**config.mk**
```make
export PLATFORM = sky130hd
export DESIGN_NAME = jhpv_mul
export DESIGN_NICKNAME = d
export VERILOG_FILES = /design/src/hw/rtl/jhpv_pkg.sv /design/src/hw/rtl/jhpv_mul.sv
export SDC_FILE = /design/constraint.sdc
export NUM_CORES = 2
export LEC_CHECK = 0
export BUFFER_PORTS_ARGS = -buffer_cell sky130_fd_sc_hd__buf_2
export CORE_ASPECT_RATIO = 1.5
export CORE_MARGIN = 2
export CORE_UTILIZATION = 55
export CTS_CLUSTER_DIAMETER = 40
export DETAILED_ROUTE_END_ITERATION = 10
export GPL_TIMING_DRIVEN = 0
export PLACE_DENSITY = 0.73
export SYNTH_ARGS = -nofsm -noshare
export SYNTH_HDL_FRONTEND = slang
export SYNTH_SLANG_ARGS = --single-unit
```
**constraint.sdc**
```tcl
create_clock -name clk -period 8.5 [get_ports clk]
set_clock_uncertainty 0.15 [all_clocks]
set_input_delay 0.425 -clock clk [delete_from_list [all_inputs] [get_ports clk]]
set_output_delay 0.425 -clock clk [all_outputs]
set_load 0.05 [all_outputs]
```
**src/hw/rtl/jhpv_pkg.sv**
```systemverilog
// Shared types, sizes and codes of the joint histogram block.
package jhpv_pkg;

  localparam int VOLUME_SIDE = 64;
  localparam int MAX_BINS    = 256;
  localparam int POS_W       = $clog2(VOLUME_SIDE);
  localparam int VOL_AW      = 3 * POS_W;
  localparam int VOL_DEPTH   = VOLUME_SIDE * VOLUME_SIDE * VOLUME_SIDE;
  localparam int BIN_IW      = $clog2(MAX_BINS);
  localparam int BIN_AW      = 2 * BIN_IW;
  localparam int BIN_DEPTH   = MAX_BINS * MAX_BINS;
  localparam int COEFF_COUNT = 12;
  localparam int LABEL_W     = BIN_IW + 1;

  // Shared multiplier operand and product widths.
  localparam int MUL_AW = 35;
  localparam int MUL_BW = 18;
  localparam int MUL_PW = MUL_AW + MUL_BW;

  // Command codes.
  localparam logic [2:0] MODE_WRITE_TARGET = 3'd0;
  localparam logic [2:0] MODE_WRITE_COEFF  = 3'd1;
  localparam logic [2:0] MODE_CLEAR        = 3'd2;
  localparam logic [2:0] MODE_ACCUMULATE   = 3'd3;
  localparam logic [2:0] MODE_READ_BIN     = 3'd4;

  // Configuration register indexes.
  localparam logic [2:0] CFG_INTERP_MODE = 3'd0;
  localparam logic [2:0] CFG_SOURCE_BINS = 3'd1;
  localparam logic [2:0] CFG_TARGET_BINS = 3'd2;
  localparam logic [2:0] CFG_EXTENT_X    = 3'd3;
  localparam logic [2:0] CFG_EXTENT_Y    = 3'd4;
  localparam logic [2:0] CFG_EXTENT_Z    = 3'd5;

  typedef struct packed {
    logic [2:0]         mode;
    logic [5:0]         pos_x;
    logic [5:0]         pos_y;
    logic [5:0]         pos_z;
    logic signed [15:0] level;
    logic [3:0]         coeff_index;
    logic signed [31:0] coeff_value;
    logic [7:0]         read_row;
    logic [7:0]         read_col;
  } request_t;

  typedef struct packed {
    logic [39:0] bin_value;
    logic        voxel_used;
    logic [3:0]  neighbour_count;
  } result_t;

  typedef enum logic [4:0] {
    ST_CLEAR,
    ST_IDLE,
    ST_DECODE,
    ST_AFF_MUL,
    ST_AFF_ADD,
    ST_AFF_CHECK,
    ST_NB_ADDR,
    ST_NB_LABEL,
    ST_NB_W1,
    ST_NB_W2,
    ST_BIN_WR,
    ST_TRI_MUL,
    ST_TRI_ADD,
    ST_NB_NEXT,
    ST_DIV,
    ST_TRI_RD,
    ST_TRI_WR,
    ST_READ_OUT
  } state_t;

endpackage

```
**src/hw/rtl/jhpv_mul.sv**
```systemverilog
// Shared signed multiplier with a registered product.
module jhpv_mul
  import jhpv_pkg::*;
(
  input  logic                     clk,
  input  logic signed [MUL_AW-1:0] a,
  input  logic signed [MUL_BW-1:0] b,
  output logic signed [MUL_PW-1:0] p
);

  // One product per cycle, available the cycle after the operands.
  always_ff @(posedge clk) begin
    p <= MUL_PW'(a) * MUL_PW'(b);
  end

endmodule

```
==> results.py <==
metrics = {
    "logic_synthesis": {
        "synth_ff_type": "dfxtp_1",
        "netlist_area_mm2": 0.0224,
        "yosysTopAreaCell": "fa_1",
        "synth_nets": 3232,
        "syn_inst": 2450,
        "synthDominantCellAreaShare": 0.538,
        "ys_warn_count": 0,
        "yosys.cell_types.count": 49,
        "yosysSeqAreaShare": 0.0474,
        "synth_edf_count": 0,
        "synth-seq-cells": 53,
        "async_flop_share": 0,
        "synth_top_cells_by_count": "inv_1, fa_1, nand2_1",
        "yosys.cell_count.top_type": "inv_1",
        "avgSynthCellArea_um2": 9.13,
        "ys_top_cells_by_area": "fa_1, inv_1, ha_1",
    },
    "sta": {
        "slew_viol_final": 0,
        "worst_pin_slew_ns": 1.03,
        "finalCritPeriodShare": 0.969,
        "worst_slack_ns": 0.267,
        "final-setup-viol-count": 0,
        "min_period_ns": 8.23,
        "grt_setup_unrepaired": "false",
        "fmax_mhz": 121,
        "final_hold_viol_count": 0,
        "relSlewSlack": 0.315,
    },
    "clock_network": {
        "hold_buffers": 0,
        "cts_tree": "yes",
        "cts.sinks": 53,
        "htreeDepth": 2,
        "cts_setup_buffers": 0,
        "ctsLongestPathBuffers": 2,
        "clkSlewWorstSetupHoldPaths_ns": 0.09,
        "numCtsBuffers": 5,
        "root_buffer": "clkbuf_16",
        "cts_resized": 0,
    },
    "placed_design": {
        "portBuffers": 87,
        "hpwlAfterDp_um": 56800,
        "gp_congestion": 0.967,
        "pre_cts_slack_ns": -0.116,
    },
    "detailed_routing": {
        "drtIter0Drc": 951,
        "routed.top_layer": "met5",
        "met2_length_um": 33800,
        "viasPerCell": 5.49,
        "drc": 0,
        "wl_met1_um": 22300,
        "totalWireLength_um": 66700,
        "vias": 16800,
        "first_pass_iters": 5,
        "wl_per_cell_um": 21.8,
        "detail-route-antenna-nets": 0,
        "wl_met3_um": 4370,
    },
    "floorplan": {
        "dieHeight_um": 251,
        "io_pins": 107,
        "die_x_um": 169,
        "num_rows": 90,
        "initial_core_util": 0.557,
        "coreArea_mm2": 0.0402,
        "dieArea_mm2": 0.0424,
    },
    "run": {
        "drv_cap": 0,
    },
    "cells_and_area": {
        "largestRegisters": "p x53",
        "largest_reg_flops": 53,
        "largest-register": "p",
        "synthToLayoutAreaGrowth_pct": 5.52,
        "drive_gt1_frac": 0.0405,
        "nNetsFinal": 3327,
    },
    "global_routing": {
        "antenna_found_initial": 10,
        "grt_pass1_wl_um": 106000,
        "grt_pass1_vias": 19100,
        "grt_start_max_net_pins": 15,
        "grt.total_usage": 0.339,
        "gr-total-overflow": 0,
    },
    "critical_path": {
        "cp-start-kind": "input port",
        "crit_fanout": 10,
        "required_ns": 8.56,
        "crit_arrival_ns": 8.29,
        "worstSetupEndpointType": "flip-flop",
        "critical_path_class": "in2reg",
    },
    "outcome": {
        "status": "complete, no violations",
    },
    "min_path": {
        "holdCritPathClass": "in2reg",
    },
}
[worst paths after layout]
check | cells past startpoint | start | slack [ns] | to
hold / removal | 2 | a[0] | 0.29 | p[0]
setup / recovery | 24 | b[12] | 0.27 | p[51]
[logic make-up after synthesis]
group | count (synthesis) | share of synthesized area
xor gates and xnor gates | 55 | 0.0215
AOI/OAI and AO/OA | 146 | 0.0437
and+or+nand+nor | 707 | 0.151
DFF | 53 | 0.0474
adders and majority gates | 728 | 0.609
buffers and inverters | 761 | 0.128
[placed cells by master, fill, tap and decap left out, types with 6 or more instances in the layout]
cell and n:
nand4_1 10, xnor2_1 39, dfxtp_1 53, a21oi_1 39, a21o_1 37, buf_2 87, clkbuf_1 118, a31oi_1 7
xor2_1 16, nor2_1 43, fa_1 601, and2_1 249, nand2_1 372, inv_1 640, o21ai_0 19, nor3_1 6
ha_1 127, nand2b_1 10
[layout make-up]
cell class,instances,area [um^2]
Antenna cell,4,10.0
Buffer,120,452
Clock buffer,7,143
Fill cell,3523,16600
Inverter,641,2410
Multi-Input combinational cell,1636,18500
Sequential cell,53,1060
Tap cell,506,633
Timing Repair Buffer,88,443
[metal layers]
metal,GRT usage,vias up
met3,0.0523,294
met2,0.587,746
met4,0.264,4
met1,0.371,8541
met5,0,-
li1,-,7177
[critical path, cell delays in order]
cell and delay (ns):
clkbuf_1 0.38, clkbuf_1 0.67, nand2_1 0.19, fa_1 0.58
inv_1 0.06, fa_1 0.63, fa_1 0.47, fa_1 0.47
fa_1 0.50, inv_1 0.05, fa_1 0.48, inv_1 0.04
ha_1 0.26, clkbuf_1 0.18, and3_1 0.21, clkbuf_1 0.17
a221o_1 0.43, a2111oi_0 0.42, o21ai_1 0.09, a21oi_1 0.49
a21oi_1 0.37, a31oi_1 0.41, o21ai_1 0.13, xor2_1 0.16
[through the flow]
stage                     hold WS [ns]  cell area (um^2)  utilization  TNS (ns)  std cells
after global placement           0.642             23400        0.583     -2.83       3043
after detailed placement         0.653             23500        0.583    -0.134       3044
after global routing             0.304             23600        0.587         0       3055
final                            0.287             23600        0.587         0       3055
after floorplan                  0.397             22400            -         0       2450
after CTS                        0.306             23600        0.587         0       3051
Power is left out: the tool's default activity adds up to more than one toggle a clock period on the data nets, which glitch-free logic cannot reach.
